<file path="config.mk">
export PLATFORM = sky130hd
export DESIGN_NAME = bitplane_rect_fill_engine_top
export DESIGN_NICKNAME = d
export VERILOG_FILES = /design/src/rtl/brfe_pkg.sv /design/src/rtl/bitplane_rect_fill_engine_top.sv /design/src/rtl/brfe_core.sv /design/src/rtl/brfe_fifo.sv
export SDC_FILE = /design/constraint.sdc
export NUM_CORES = 1
export LEC_CHECK = 0
export BUFFER_PORTS_ARGS = -buffer_cell sky130_fd_sc_hd__clkbuf_2
export CORE_MARGIN = 3
export CORE_UTILIZATION = 52
export CTS_CLUSTER_DIAMETER = 50
export DETAILED_ROUTE_END_ITERATION = 8
export PLACE_DENSITY_LB_ADDON = 0.05
export SLEW_MARGIN = 20
export SYNTH_ARGS = -nofsm -noshare
export SYNTH_HDL_FRONTEND = slang
export SYNTH_SLANG_ARGS = --single-unit
export TNS_END_PERCENT = 20
</file>
<file path="constraint.sdc">
create_clock -name aclk -period 10.7 [get_ports aclk]
set_clock_uncertainty 0.2 [all_clocks]
set_input_delay 1.605 -clock aclk [delete_from_list [all_inputs] [get_ports aclk]]
set_output_delay 1.605 -clock aclk [all_outputs]
set_load 0.05 [all_outputs]
</file>
<file path="src/rtl/brfe_pkg.sv">
// Shared types, codes and helper functions of the bitplane rectangle fill engine.
// Used by brfe_core, brfe_fifo and bitplane_rect_fill_engine_top; depends on nothing else.
package brfe_pkg;

    // Raster operation codes held in the raster_op register.
    localparam logic [1:0] ROP_OR     = 2'd0;
    localparam logic [1:0] ROP_XOR    = 2'd1;
    localparam logic [1:0] ROP_ANDNOT = 2'd2;

    // Input selector codes.
    localparam logic FUNC_START = 1'b0;
    localparam logic FUNC_DATA  = 1'b1;

    // Configuration register indexes, decoded from paddr[2].
    localparam logic CFG_RASTER_OP = 1'b0;
    localparam logic CFG_STRIDE    = 1'b1;

    localparam logic [15:0] STRIDE_RESET   = 16'h0100;
    localparam logic [7:0]  INNER_FULL_MASK = 8'hFF;

    // Result queue geometry.
    localparam int FIFO_DEPTH = 4;
    localparam int FIFO_AW    = $clog2(FIFO_DEPTH);
    localparam int FIFO_CW    = $clog2(FIFO_DEPTH + 1);

    typedef struct packed {
        logic [15:0] tile_address;
        logic [7:0]  inner_columns;
        logic [7:0]  left_mask;
        logic [7:0]  right_mask;
        logic [7:0]  row_count;
        logic [7:0]  read_byte;
    } in_item_t;

    typedef struct packed {
        logic [15:0] mem_address;
        logic        is_write;
        logic [7:0]  write_data;
        logic        last;
    } result_t;

    // Up to two results produced by one accepted transaction.
    typedef struct packed {
        logic [1:0] count;
        result_t    res0;
        result_t    res1;
    } push_t;

    function automatic logic [7:0] combine(input logic [1:0] rop, input logic [7:0] old,
                                           input logic [7:0] mask);
        logic [7:0] r;
        case (rop)
            ROP_OR:     r = old | mask;
            ROP_XOR:    r = old ^ mask;
            ROP_ANDNOT: r = old & ~mask;
            default:    r = old;
        endcase
        return r;
    endfunction

endpackage

</file>
<file path="src/rtl/bitplane_rect_fill_engine_top.sv">
// Top level of the bitplane rectangle fill engine: stream ports, APB registers,
// sequencer and result queue. Depends on brfe_pkg, brfe_core and brfe_fifo.
//
//   Channel  Direction  Carries
//   s_       in         start commands and returned read bytes (tuser = func)
//   m_       out        read requests and writes (tuser = is_write, tlast = last)
//   APB      in/out     raster_op at 0x0, column_stride at 0x4
//
// An input transaction is accepted in any cycle in which the result queue has
// room for two results, so items may follow each other in consecutive cycles.
// Results leave one per cycle while m_tready is high; a data byte yields its
// write and the next read (the final byte its write only), so a stream of data
// bytes is paced by the single result port, each result held in the queue.
// Reset is synchronous and active low; it idles the sequencer, empties the queue
// and restores raster_op to OR and column_stride to 256. No clearing pass.
// Stalls on m_ only fill the four-entry queue; s_tready drops when fewer than
// two slots are free and rises again as results drain.
module bitplane_rect_fill_engine_top (
    input  logic        aclk,
    input  logic        aresetn,
    // APB configuration port
    input  logic        psel,
    input  logic        penable,
    input  logic        pwrite,
    input  logic [2:0]  paddr,
    input  logic [31:0] pwdata,
    output logic [31:0] prdata,
    output logic        pready,
    // Input stream
    input  logic        s_tvalid,
    output logic        s_tready,
    // [15:0] tile_address, [23:16] inner_columns, [31:24] left_mask,
    // [39:32] right_mask, [47:40] row_count, [55:48] read_byte
    input  logic [55:0] s_tdata,
    // [0] func
    input  logic        s_tuser,
    // Result stream
    output logic        m_tvalid,
    input  logic        m_tready,
    // [15:0] mem_address, [23:16] write_data
    output logic [23:0] m_tdata,
    // [0] is_write
    output logic        m_tuser,
    output logic        m_tlast
);

    logic [1:0]  raster_op_reg;
    logic [15:0] stride_reg;
    logic        cfg_write;

    brfe_pkg::in_item_t item;
    brfe_pkg::push_t    push;
    brfe_pkg::result_t  head;
    logic               s_fire;
    logic               m_fire;
    logic               busy;
    logic               room_for_two;
    logic [brfe_pkg::FIFO_CW-1:0] level;

    // The APB port never stalls. Low address bits are ignored, so paddr[2]
    // selects the register.
    assign pready    = 1'b1;
    assign cfg_write = psel && penable && pwrite && pready;

    always_ff @(posedge aclk) begin
        if (!aresetn) begin
            raster_op_reg <= brfe_pkg::ROP_OR;
            stride_reg    <= brfe_pkg::STRIDE_RESET;
        end else if (cfg_write) begin
            if (paddr[2] == brfe_pkg::CFG_RASTER_OP) begin
                raster_op_reg <= pwdata[1:0];
            end else begin
                stride_reg <= pwdata[15:0];
            end
        end
    end

    always_comb begin
        unique case (paddr[2])
            brfe_pkg::CFG_RASTER_OP: prdata = {30'd0, raster_op_reg};
            brfe_pkg::CFG_STRIDE:    prdata = {16'd0, stride_reg};
            default:                 prdata = '0;
        endcase
    end

    // The input fields are unpacked from tdata in the documented order.
    assign item.tile_address  = s_tdata[15:0];
    assign item.inner_columns = s_tdata[23:16];
    assign item.left_mask     = s_tdata[31:24];
    assign item.right_mask    = s_tdata[39:32];
    assign item.row_count     = s_tdata[47:40];
    assign item.read_byte     = s_tdata[55:48];

    assign s_tready = room_for_two;
    assign s_fire   = s_tvalid && s_tready;
    assign m_fire   = m_tvalid && m_tready;

    // The sequencer steps its state on each accepted transaction and hands the
    // results it produces straight into the queue's registers.
    brfe_core u_core (
        .aclk          (aclk),
        .aresetn       (aresetn),
        .fire          (s_fire),
        .func          (s_tuser),
        .item          (item),
        .raster_op     (raster_op_reg),
        .column_stride (stride_reg),
        .push          (push),
        .busy          (busy)
    );

    brfe_fifo u_fifo (
        .aclk         (aclk),
        .aresetn      (aresetn),
        .push         (push),
        .pop          (m_fire),
        .head         (head),
        .not_empty    (m_tvalid),
        .room_for_two (room_for_two),
        .level        (level)
    );

    assign m_tdata = {head.write_data, head.mem_address};
    assign m_tuser = head.is_write;
    assign m_tlast = head.last;

    // The queue never holds more entries than it has slots.
    a_level_bound: assert property (@(posedge aclk) disable iff (!aresetn)
        level <= brfe_pkg::FIFO_CW'(brfe_pkg::FIFO_DEPTH))
        else $error("result queue overflow");

    // The final-write marker is only ever carried by a write transaction.
    a_last_is_write: assert property (@(posedge aclk) disable iff (!aresetn)
        m_tvalid && m_tlast |-> m_tuser)
        else $error("last flag on a read request");

    // A start accepted while idle opens a fill on the next cycle.
    a_start_opens: assert property (@(posedge aclk) disable iff (!aresetn)
        s_fire && (s_tuser == brfe_pkg::FUNC_START) && !busy |=> busy)
        else $error("start command did not open a fill");

    // A data byte that queues only its final write closes the fill.
    a_close_has_last: assert property (@(posedge aclk) disable iff (!aresetn)
        s_fire && busy && (s_tuser == brfe_pkg::FUNC_DATA) && (push.count == 2'd1)
        |=> !busy)
        else $error("fill did not close after its final write");

endmodule

</file>
<file path="src/rtl/brfe_core.sv">
// Fill sequencer: rectangle state registers and the per-transaction step logic.
// Depends on brfe_pkg.
module brfe_core (
    input  logic               aclk,
    input  logic               aresetn,
    input  logic               fire,
    input  logic               func,
    input  brfe_pkg::in_item_t item,
    input  logic [1:0]         raster_op,
    input  logic [15:0]        column_stride,
    output brfe_pkg::push_t    push,
    output logic               busy
);

    logic        busy_reg, busy_next;
    logic [15:0] base_reg, base_next;
    logic [7:0]  row_reg, row_next;
    logic [7:0]  col_reg, col_next;
    logic [7:0]  cbf_reg, cbf_next;
    logic [7:0]  first_mask_reg, first_mask_next;
    logic [7:0]  last_mask_reg, last_mask_next;
    logic [7:0]  rows_reg, rows_next;

    logic [15:0] cur_addr;
    logic [7:0]  cur_mask;
    logic [7:0]  next_row;
    logic [15:0] stepped_base;

    assign cur_addr     = {base_reg[15:8], base_reg[7:0] + row_reg};
    assign next_row     = row_reg + 8'd1;
    assign stepped_base = base_reg + column_stride;

    always_comb begin
        if (col_reg == 8'd0) begin
            cur_mask = first_mask_reg;
        end else if (col_reg == cbf_reg) begin
            cur_mask = last_mask_reg;
        end else begin
            cur_mask = brfe_pkg::INNER_FULL_MASK;
        end
    end

    always_comb begin
        busy_next       = busy_reg;
        base_next       = base_reg;
        row_next        = row_reg;
        col_next        = col_reg;
        cbf_next        = cbf_reg;
        first_mask_next = first_mask_reg;
        last_mask_next  = last_mask_reg;
        rows_next       = rows_reg;
        push            = '0;

        if (fire) begin
            if (func == brfe_pkg::FUNC_START) begin
                if (!busy_reg) begin
                    base_next       = item.tile_address;
                    cbf_next        = item.inner_columns;
                    rows_next       = item.row_count;
                    first_mask_next = (item.inner_columns == 8'd0) ?
                                      (item.left_mask & item.right_mask) : item.left_mask;
                    last_mask_next  = item.right_mask;
                    row_next        = 8'd0;
                    col_next        = 8'd0;
                    busy_next       = 1'b1;
                    push.count      = 2'd1;
                    push.res0       = '{mem_address: item.tile_address, is_write: 1'b0,
                                        write_data: 8'd0, last: 1'b0};
                end
            end else if (busy_reg) begin
                push.res0 = '{mem_address: cur_addr, is_write: 1'b1,
                              write_data: brfe_pkg::combine(raster_op, item.read_byte,
                                                            cur_mask),
                              last: 1'b0};
                if (next_row == rows_reg) begin
                    row_next = 8'd0;
                    if (col_reg == cbf_reg) begin
                        // Final byte of the rectangle: write only.
                        busy_next      = 1'b0;
                        push.count     = 2'd1;
                        push.res0.last = 1'b1;
                    end else begin
                        col_next   = col_reg + 8'd1;
                        base_next  = stepped_base;
                        push.count = 2'd2;
                        push.res1  = '{mem_address: stepped_base, is_write: 1'b0,
                                       write_data: 8'd0, last: 1'b0};
                    end
                end else begin
                    row_next   = next_row;
                    push.count = 2'd2;
                    push.res1  = '{mem_address: {base_reg[15:8], base_reg[7:0] + next_row},
                                   is_write: 1'b0, write_data: 8'd0, last: 1'b0};
                end
            end
        end
    end

    always_ff @(posedge aclk) begin
        if (!aresetn) begin
            busy_reg       <= 1'b0;
            base_reg       <= '0;
            row_reg        <= '0;
            col_reg        <= '0;
            cbf_reg        <= '0;
            first_mask_reg <= '0;
            last_mask_reg  <= '0;
            rows_reg       <= '0;
        end else begin
            busy_reg       <= busy_next;
            base_reg       <= base_next;
            row_reg        <= row_next;
            col_reg        <= col_next;
            cbf_reg        <= cbf_next;
            first_mask_reg <= first_mask_next;
            last_mask_reg  <= last_mask_next;
            rows_reg       <= rows_next;
        end
    end

    assign busy = busy_reg;

endmodule

</file>
<file path="src/rtl/brfe_fifo.sv">
// Result queue: takes up to two results per cycle, hands out one per cycle on each pop.
// Depends on brfe_pkg.
module brfe_fifo (
    input  logic                           aclk,
    input  logic                           aresetn,
    input  brfe_pkg::push_t                push,
    input  logic                           pop,
    output brfe_pkg::result_t              head,
    output logic                           not_empty,
    output logic                           room_for_two,
    output logic [brfe_pkg::FIFO_CW-1:0]   level
);

    brfe_pkg::result_t mem [brfe_pkg::FIFO_DEPTH];

    logic [brfe_pkg::FIFO_AW-1:0] wr_ptr_reg, wr_ptr_next;
    logic [brfe_pkg::FIFO_AW-1:0] rd_ptr_reg, rd_ptr_next;
    logic [brfe_pkg::FIFO_CW-1:0] count_reg, count_next;
    logic [brfe_pkg::FIFO_AW-1:0] wr_ptr_plus1;

    assign wr_ptr_plus1 = wr_ptr_reg + brfe_pkg::FIFO_AW'(1);
    assign wr_ptr_next  = wr_ptr_reg + brfe_pkg::FIFO_AW'(push.count);
    assign rd_ptr_next  = rd_ptr_reg + brfe_pkg::FIFO_AW'(pop);
    assign count_next   = count_reg + brfe_pkg::FIFO_CW'(push.count)
                          - brfe_pkg::FIFO_CW'(pop);

    always_ff @(posedge aclk) begin
        if (push.count != 2'd0) begin
            mem[wr_ptr_reg] <= push.res0;
        end
        if (push.count == 2'd2) begin
            mem[wr_ptr_plus1] <= push.res1;
        end
    end

    always_ff @(posedge aclk) begin
        if (!aresetn) begin
            wr_ptr_reg <= '0;
            rd_ptr_reg <= '0;
            count_reg  <= '0;
        end else begin
            wr_ptr_reg <= wr_ptr_next;
            rd_ptr_reg <= rd_ptr_next;
            count_reg  <= count_next;
        end
    end

    assign head         = mem[rd_ptr_reg];
    assign not_empty    = (count_reg != '0);
    assign room_for_two = (count_reg <= brfe_pkg::FIFO_CW'(brfe_pkg::FIFO_DEPTH - 2));
    assign level        = count_reg;

endmodule
</file>
==> results_dict.tcl, run 1 <==
set metrics [dict create \
    die_w_um 154 \
    p_sw_share_pct 38.2 \
    share_seq_of_total_power_pct 39.2 \
    synthArstFlopShare_pct 0 \
    max_cap_viol_count 0 \
    overflow 0 \
    drc 0 \
    grt_pass1_wl_mm 46.6 \
    crit_fanout 15 \
    hp-class "flop to flop" \
    syn_inst 1169 \
    cts_root_buffer "clkbuf_16" \
    combPwrFrac_pct 32.0 \
    finalSetupViolations 0 \
    tns_ns 0 \
    final_cell_mix "nand2_1 (153), dfxtp_1 (130), clkbuf_2 (124), edfxtp_1 (64), ha_1 (55)" \
    largest_register_ffs 104 \
    htree_levels 4 \
    cp.required_ns 10.84 \
    synth.distinct_cells 73 \
    via_per_inst 5.92 \
    drtIter0Drc 652 \
    synth_edf_count 64 \
    grt_usage_pct 24.5 \
    max-vdd-ir-drop_v 0.000129 \
    ys_seq_area_share_pct 39.8 \
    clkTransAtPathRegs_ns 0.08 \
    nets 1411 \
    multi_input_area_sq_um 6360 \
    netlist_area_sq_um 11400 \
    drive_gt1_share_pct 17.9 \
    arrival_ns 5.03 \
    p_leak_nw 4.82 \
    start_kind "flop" \
    internal-power_mw 1.39 \
    grt_pass1_vias 8492 \
    finalMaxSlewViolations 0 \
    hpwl_mm 21.5 \
    initial_core_util_pct 53.6 \
    wl_per_cell_um 19.0 \
    clockBufferDepth 2 \
    finalCriticalPeriod_ns 4.90 \
    dpl.cell_count 1509 \
    slew_headroom_pct 32.9 \
    antenna_found_initial 1 \
    clk_latency_ns 0.44 \
    port_buffers 124 \
    status "completed" \
    drtPass1Iterations 5 \
    ctsHoldBuffers 0 \
    max_freq_ghz 0.204 \
    rsz0062_at_grt "false" \
    worst_slew_pin_slew_ns 1.00 \
    gp_congestion 0.886 \
    clock-sinks 194 \
    p_per_area_nw_per_um2 177 \
    post_cts_buffers 0 \
    synthFlopType "dfxtp_1" \
    dieArea_sq_um 23700 \
    nFillCells 1938 \
    fin_cells 1542 \
    cts_resized 0 \
    power_frac_clock_pct 28.9 \
    core_sq_um 21200 \
    numCtsBuffers 17 \
    die_h_um 154 \
    crit_type "flop to flop" \
    synth-seq-cells 194 \
    cp-end-kind "flop" \
    rows 53 \
    ant_nets 0 \
    syn_to_final_growth_pct 11.6 \
    via_count 9136 \
    avgSynthCellArea_sq_um 9.73 \
    postRouteWirelength_mm 29.3 \
    final_common_cell "nand2_1" \
    cts_tree "built" \
    yosysWarnings 0 \
    grt_max_degree 91 \
    io_pins 160 \
    min_period_over_period_pct 45.8 \
    fin_util_pct 59.8 \
    p_switching_uw 859 \
    finalHoldViolations 0 \
    regArea_sq_um 4520 \
]
-- worst max-delay path: stages (launching register included) --
cell,delay (ns)
dfxtp_1,0.38
xor2_1,0.18
nor4_1,0.62
nand2_1,0.64
nand4b_1,1.04
o22ai_1,0.58
ha_1,0.22
inv_1,0.05
fa_1,0.42
xor2_1,0.17
xnor2_1,0.12
and2_1,0.15
-- area by class of cell --
| class | instances | area share, % |
|---|---|---|
| Multi-Input combinational cell | 864 | 50.1 |
| Sequential cell | 194 | 35.7 |
| Timing Repair Buffer | 133 | 5.42 |
| Clock buffer | 17 | 3.35 |
| Tap cell | 275 | 2.71 |
| Clock inverter | 15 | 1.45 |
| Inverter | 43 | 1.27 |
| Antenna cell | 1 | 0.0197 |
-- cells in the mapped netlist, types with 13 or more instances --
master     count  area, sq um
a21boi_0      54          405
a21oi_1       51          255
a22oi_1       19          143
and2_1        23          144
buf_4         21          158
clkbuf_1      49          184
dfxtp_1      130         2600
edfxtp_1      64         1920
ha_1          55          688
inv_1         42          158
mux2i_1       20          200
mux4_2        34          766
nand2_1      154          578
nand3_1       22          110
nor2_1        48          180
nor2b_1       13         81.3
nor3_1        13         65.1
o211ai_1      13         97.6
o21ai_0       54          270
o22ai_1       46          288
o2bb2ai_1     32          280
xnor2_1       32          280
xor2_1        22          193
-- metrics by stage --
stage | cell area (sq um) | setup slack [ns] | hold slack [ns] | total power, mW
2_1_floorplan | 11400 | 6.40 | 0.227 | 1.44
4_1_cts | 12700 | 5.80 | 0.264 | 2.26
6_report | 12700 | 5.80 | 0.263 | 2.25
5_1_grt | 12700 | 5.46 | 0.277 | 2.36
3_5_place_dp | 12100 | 5.43 | 0.243 | 1.62
3_3_place_gp | 12100 | 5.44 | 0.239 | 1.61
-- worst paths after layout --
| kind | start | end | slack (ns) | cells past startpoint |
|---|---|---|---|---|
| setup / recovery | u_core.col_reg[2]$_SDFFE_PN0P_ | u_fifo.level[2]$_SDFF_PN0_ | 5.80 | 11 |
| hold / removal | u_core.last_mask_reg[4]$_SDFFE_PN0P_ | u_core.last_mask_reg[4]$_SDFFE_PN0P_ | 0.26 | 2 |
| setup reg to reg | u_core.col_reg[2]$_SDFFE_PN0P_ | u_fifo.level[2]$_SDFF_PN0_ | 5.80 | 11 |
| hold reg to reg | u_core.last_mask_reg[4]$_SDFFE_PN0P_ | u_core.last_mask_reg[4]$_SDFFE_PN0P_ | 0.26 | 2 |
-- cell families after synthesis --
kind of cell	Yosys count	share of synthesized area, %
adders and majority gates	59	6.76
DFF	194	39.8
AOI/OAI and AO/OA	340	21.1
and+or+nand+nor	338	14.5
other	2	0.0660
buffers and inverters	126	4.93
muxes	56	8.69
xor gates and xnor gates	54	4.16
-- routing by layer --
| layer | part of all wire, % | track usage, % | up-vias |
|---|---|---|---|
| met2 | 44 | 36.8 | 325 |
| met4 | 1.5 | 6.73 | 0 |
| met1 | 48 | 37.3 | 4326 |
| li1 | - | - | 4453 |
| met3 | 6.0 | 3.18 | 32 |
| met5 | 0 | 0 | - |
-- power by group through the flow --
stage	sequential [mW]	combinational (mW)	clock, mW
floorplan	0.874	0.571	0
detailed placement	0.897	0.720	0
finish	0.881	0.719	0.649
CTS	0.881	0.722	0.660
global route	0.890	0.779	0.687
global placement	0.894	0.712	0
Power figures use the tool's default switching activity.
==> run 2: changes to the inputs <==
==> constraint.sdc (replaced) <==
create_clock -name aclk -period 5.1 [get_ports aclk]
set_clock_uncertainty 0.2 [all_clocks]
set_input_delay 0.765 -clock aclk [delete_from_list [all_inputs] [get_ports aclk]]
set_output_delay 0.765 -clock aclk [all_outputs]
set_load 0.05 [all_outputs]
==> results_dict.tcl, run 2 (same netlist as run 1, synthesis figures left out) <==
set metrics [dict create \
    status "completed" \
    grt_pass1_wl_mm 48.4 \
    max_freq_ghz 0.271 \
    rows 53 \
    combPwrFrac_pct 32.2 \
    final_cell_area_sq_um 12700 \
    core_sq_um 21200 \
    numCtsBuffers 17 \
    max_cap_viol_count 0 \
    ctsHoldBuffers 0 \
    syn_to_final_growth_pct 12.0 \
    slew_headroom_pct 49.5 \
    hold_slack_ns 0.262 \
    die_h_um 154 \
    final_common_cell "nand2_1" \
    hpwl_mm 22.1 \
    clockBufferDepth 2 \
    p_leak_nw 4.86 \
    pre_cts_ws_ns 1.45 \
    worst_slew_pin_slew_ns 0.751 \
    cts_root_buffer "clkbuf_16" \
    rsz0062_at_grt "false" \
    drtIter0Drc 802 \
    io_pins 160 \
    dpl.cell_count 1517 \
    max-vdd-ir-drop_v 0.000218 \
    finalSetupViolations 0 \
    grt_pass1_vias 8797 \
    grt_usage_pct 25.5 \
    dieArea_sq_um 23700 \
    finalCriticalPeriod_ns 3.69 \
    via_count 9241 \
    antenna_found_initial 0 \
    clk_latency_ns 0.45 \
    p_sw_share_pct 38.3 \
    post_cts_buffers 0 \
    htree_levels 4 \
    clock-sinks 194 \
    fin_cells 1549 \
    share_seq_of_total_power_pct 39.0 \
    port_buffers 124 \
    hp-class "flop to flop" \
    finalMaxSlewViolations 0 \
    gp_congestion 0.901 \
    p_per_area_nw_per_um2 373 \
    p_switching_mw 1.82 \
    grt_max_degree 55 \
    cp-end-kind "flop" \
    initial_core_util_pct 53.6 \
    finalHoldViolations 0 \
    via_per_inst 5.97 \
    drc 0 \
    power_frac_clock_pct 28.9 \
    tns_ns 0 \
    fin_util_pct 60.0 \
    nets 1419 \
    cts_resized 0 \
    placed_cell_area_sq_um 12100 \
    arrival_ns 3.83 \
    drtPass1Iterations 5 \
    largest_register_ffs 104 \
    die_w_um 154 \
    min_period_over_period_pct 72.4 \
    overflow 0 \
    ant_nets 0 \
    crit_type "flop to flop" \
    setup_ws_ns 1.41 \
    final_cell_mix "nand2_1 (154), dfxtp_1 (130), clkbuf_2 (124), edfxtp_1 (64), ha_1 (55)" \
    clkTransAtPathRegs_ns 0.08 \
    n_antenna_cell 0 \
    total_power_mw 4.75 \
    crit_fanout 12 \
    postRouteWirelength_mm 29.8 \
    start_kind "flop" \
    wl_per_cell_um 19.3 \
    drive_gt1_share_pct 18.3 \
    internal-power_mw 2.93 \
    cp.required_ns 5.24 \
    cts_tree "built" \
]
[run 2: changes by cell type in the layout (fill, tap and decap cells not counted)]
| cell | delta |
|---|---|
| buf_4 | +8 |
| nand2_2 | -1 |
| nand2_1 | +1 |
| clkinv_8 | -1 |
| diode_2 | -1 |
| inv_8 | +1 |
[run 2: layout make-up]
class,instances,area [sq um]
fill,1870,8480
multi-input combinational,864,6360
sequential,194,4520
timing repair buffer,141,748
clock buffer,17,425
tap,275,344
clock inverter,15,179
inverter,43,161
[run 2: layer usage]
metal  global-route usage (%)  vias up  wire (um)  part of all wire [%]
met4                     6.39        0        479                   1.6
met5                        0        -          0                     0
met2                     38.8      381      13200                    44
met1                     38.5     4356      14100                    47
met3                     3.49       41       2080                   7.0
li1                         -     4463          -                     -
[run 2: worst max-delay path: stages, from the launching register on]
cell and delay [ns]:
dfxtp_1 0.53, nand3_2 0.21, or4_4 0.60, a32oi_4 0.32, nand4b_1 0.14, buf_4 0.23, o22ai_1 0.24, ha_1 0.19
inv_1 0.05, fa_1 0.42, xor2_1 0.17, xnor2_1 0.12, and2_1 0.15
[run 2: path summary, 6_finish.rpt]
kind / start / slack (ns) / depth (start not counted) / endpoint
worst max-delay path: u_core.row_reg[2]$_SDFFE_PN0P_ / 1.41 / 12 / u_fifo.level[2]$_SDFF_PN0_
worst min-delay path: u_fifo.mem[1][7]$_SDFFE_PP0P_ / 0.26 / 1 / u_fifo.mem[1][7]$_SDFFE_PP0P_
worst max register to register: u_core.row_reg[2]$_SDFFE_PN0P_ / 1.41 / 12 / u_fifo.level[2]$_SDFF_PN0_
worst min register to register: u_fifo.mem[1][7]$_SDFFE_PP0P_ / 0.26 / 1 / u_fifo.mem[1][7]$_SDFFE_PP0P_
[run 2: power groups by stage]
stage	combinational (mW)	sequential, mW	clock, mW
finish	1.53	1.85	1.37
global route	1.66	1.87	1.46
CTS	1.53	1.85	1.39
detailed placement	1.53	1.88	0
global placement	1.51	1.88	0
floorplan	1.20	1.83	0
==> run 3: changes to the inputs <==
==> constraint.sdc (replaced) <==
create_clock -name aclk -period 3.1 [get_ports aclk]
set_clock_uncertainty 0.2 [all_clocks]
set_input_delay 0.465 -clock aclk [delete_from_list [all_inputs] [get_ports aclk]]
set_output_delay 0.465 -clock aclk [all_outputs]
set_load 0.05 [all_outputs]
==> results_dict.tcl, run 3 (same netlist as run 1, synthesis figures left out) <==
set metrics [dict create \
    io_pins 160 \
    initial_core_util_pct 53.6 \
    max-vdd-ir-drop_v 0.000374 \
    crit_fanout 4 \
    hp-class "primary input to flop" \
    hpwl_mm 23.5 \
    drtPass1Iterations 5 \
    drtIter0Drc 754 \
    syn_to_final_growth_pct 19.4 \
    p_per_area_nw_per_um2 594 \
    nets 1504 \
    cp-end-kind "flop" \
    final_common_cell "nand2_1" \
    drc 0 \
    postRouteWirelength_mm 31.0 \
    crit_type "flop to flop" \
    worst_slew_pin_slew_ns 0.697 \
    clk_latency_ns 0.44 \
    arrival_ns 3.20 \
    fin_util_pct 64.0 \
    port_buffers 124 \
    grt_usage_pct 26.1 \
    die_h_um 154 \
    gp_congestion 0.951 \
    finalSetupViolations 0 \
    wl_per_cell_um 18.9 \
    setup_ws_ns 0.0444 \
    cp.required_ns 3.24 \
    dieArea_sq_um 23700 \
    finalCriticalPeriod_ns 3.06 \
    status "completed" \
    nFillCells 1804 \
    tns_ns 0 \
    overflow 0 \
    p_leak_nw 5.34 \
    clkTransAtPathRegs_ns 0.08 \
    grt_pass1_vias 9092 \
    cts_root_buffer "clkbuf_16" \
    ctsHoldBuffers 0 \
    largest_register_ffs 104 \
    finalHoldViolations 0 \
    core_sq_um 21200 \
    max_freq_ghz 0.327 \
    min_period_over_period_pct 98.6 \
    ant_nets 0 \
    wl_met3_mm 1.90 \
    finalMaxSlewViolations 0 \
    grt_max_degree 35 \
    cts_tree "built" \
    final_cell_area_sq_um 13600 \
    via_count 9468 \
    numCtsBuffers 17 \
    hold_slack_ns 0.0471 \
    final_cell_mix "nand2_1 (145), dfxtp_1 (127), clkbuf_2 (124), buf_4 (99), edfxtp_1 (64)" \
    total_power_mw 8.07 \
    route.met2.wl_mm 14.2 \
    clockBufferDepth 2 \
    m1WireLength_mm 14.4 \
    htree_levels 4 \
    rows 53 \
    dpl.cell_count 1601 \
    slew_headroom_pct 53.4 \
    top_layer "met4" \
    fin_cells 1634 \
    n_antenna_cell 0 \
    die_w_um 154 \
    via_per_inst 5.79 \
    drive_gt1_share_pct 25.9 \
    rsz0062_at_grt "true" \
    antenna_found_initial 0 \
    grt_pass1_wl_mm 49.5 \
    placed_cell_area_sq_um 12800 \
    pre_cts_ws_ns -0.0478 \
    start_kind "flop" \
    clock-sinks 194 \
    max_cap_viol_count 0 \
]
[run 3: cell count changes in the layout (fill, tap and decap cells not counted), moves of 7 or more]
cell	change
buf_4	+82
nand2_1	-9
nand2_2	+8
o21ai_0	-9
o21ai_2	+7
[run 3: layout make-up]
cell class                      count  area (sq um)  area share (%)
Multi-Input combinational cell    864          6510            48.0
Sequential cell                   194          4530            33.4
Timing Repair Buffer              226          1420            10.4
Clock buffer                       17           425            3.13
Tap cell                          275           344            2.53
Clock inverter                     15           186            1.37
Inverter                           43           161            1.19
[run 3: what timing repair did]
| item | in CTS | in global routing |
|---|---|---|
| gates resized for setup | 7 | 31 |
| endpoints found under the setup margin | 19 | 53 |
| pin swaps | 1 | 1 |
| buffers inserted | 0 | 1 |
| cloned | 0 | 0 |
[run 3: worst paths after layout]
check                                             from                                    to  slack [ns]  depth (start not counted)
hold reg to reg   u_core.last_mask_reg[0]$_SDFFE_PN0P_  u_core.last_mask_reg[0]$_SDFFE_PN0P_        0.26                          2
setup reg to reg        u_core.row_reg[3]$_SDFFE_PN0P_            u_fifo.level[2]$_SDFF_PN0_        0.04                         12
hold / removal                             s_tdata[46]       u_core.rows_reg[6]$_SDFFE_PN0P_        0.05                          3
setup / recovery        u_core.row_reg[3]$_SDFFE_PN0P_            u_fifo.level[2]$_SDFF_PN0_        0.04                         12
[run 3: critical path: stages (launching register included)]
cell	delay, ns
dfxtp_2	0.36
nand4_1	0.15
or4_4	0.58
a32oi_4	0.21
nand4b_1	0.15
buf_6	0.16
o22ai_4	0.17
ha_2	0.18
inv_1	0.04
fa_2	0.33
xor2_1	0.16
xnor2_1	0.12
and2_1	0.15
[run 3: power by group]
| part | switching, mW | total [mW] | leakage, nW | internal, mW |
|---|---|---|---|---|
| clock network | 1.16 | 2.26 | 0.296 | 1.10 |
| registers | 0.171 | 3.03 | 1.56 | 2.86 |
| logic | 1.74 | 2.78 | 3.48 | 1.04 |
| total | 3.07 | 8.07 | 5.34 | 5.00 |
[run 3: metal layers]
metal | GRT usage, % | vias up
met5 | 0 | -
met4 | 6.56 | 0
met1 | 38.3 | 4452
li1 | - | 4644
met3 | 3.15 | 41
met2 | 41.4 | 331
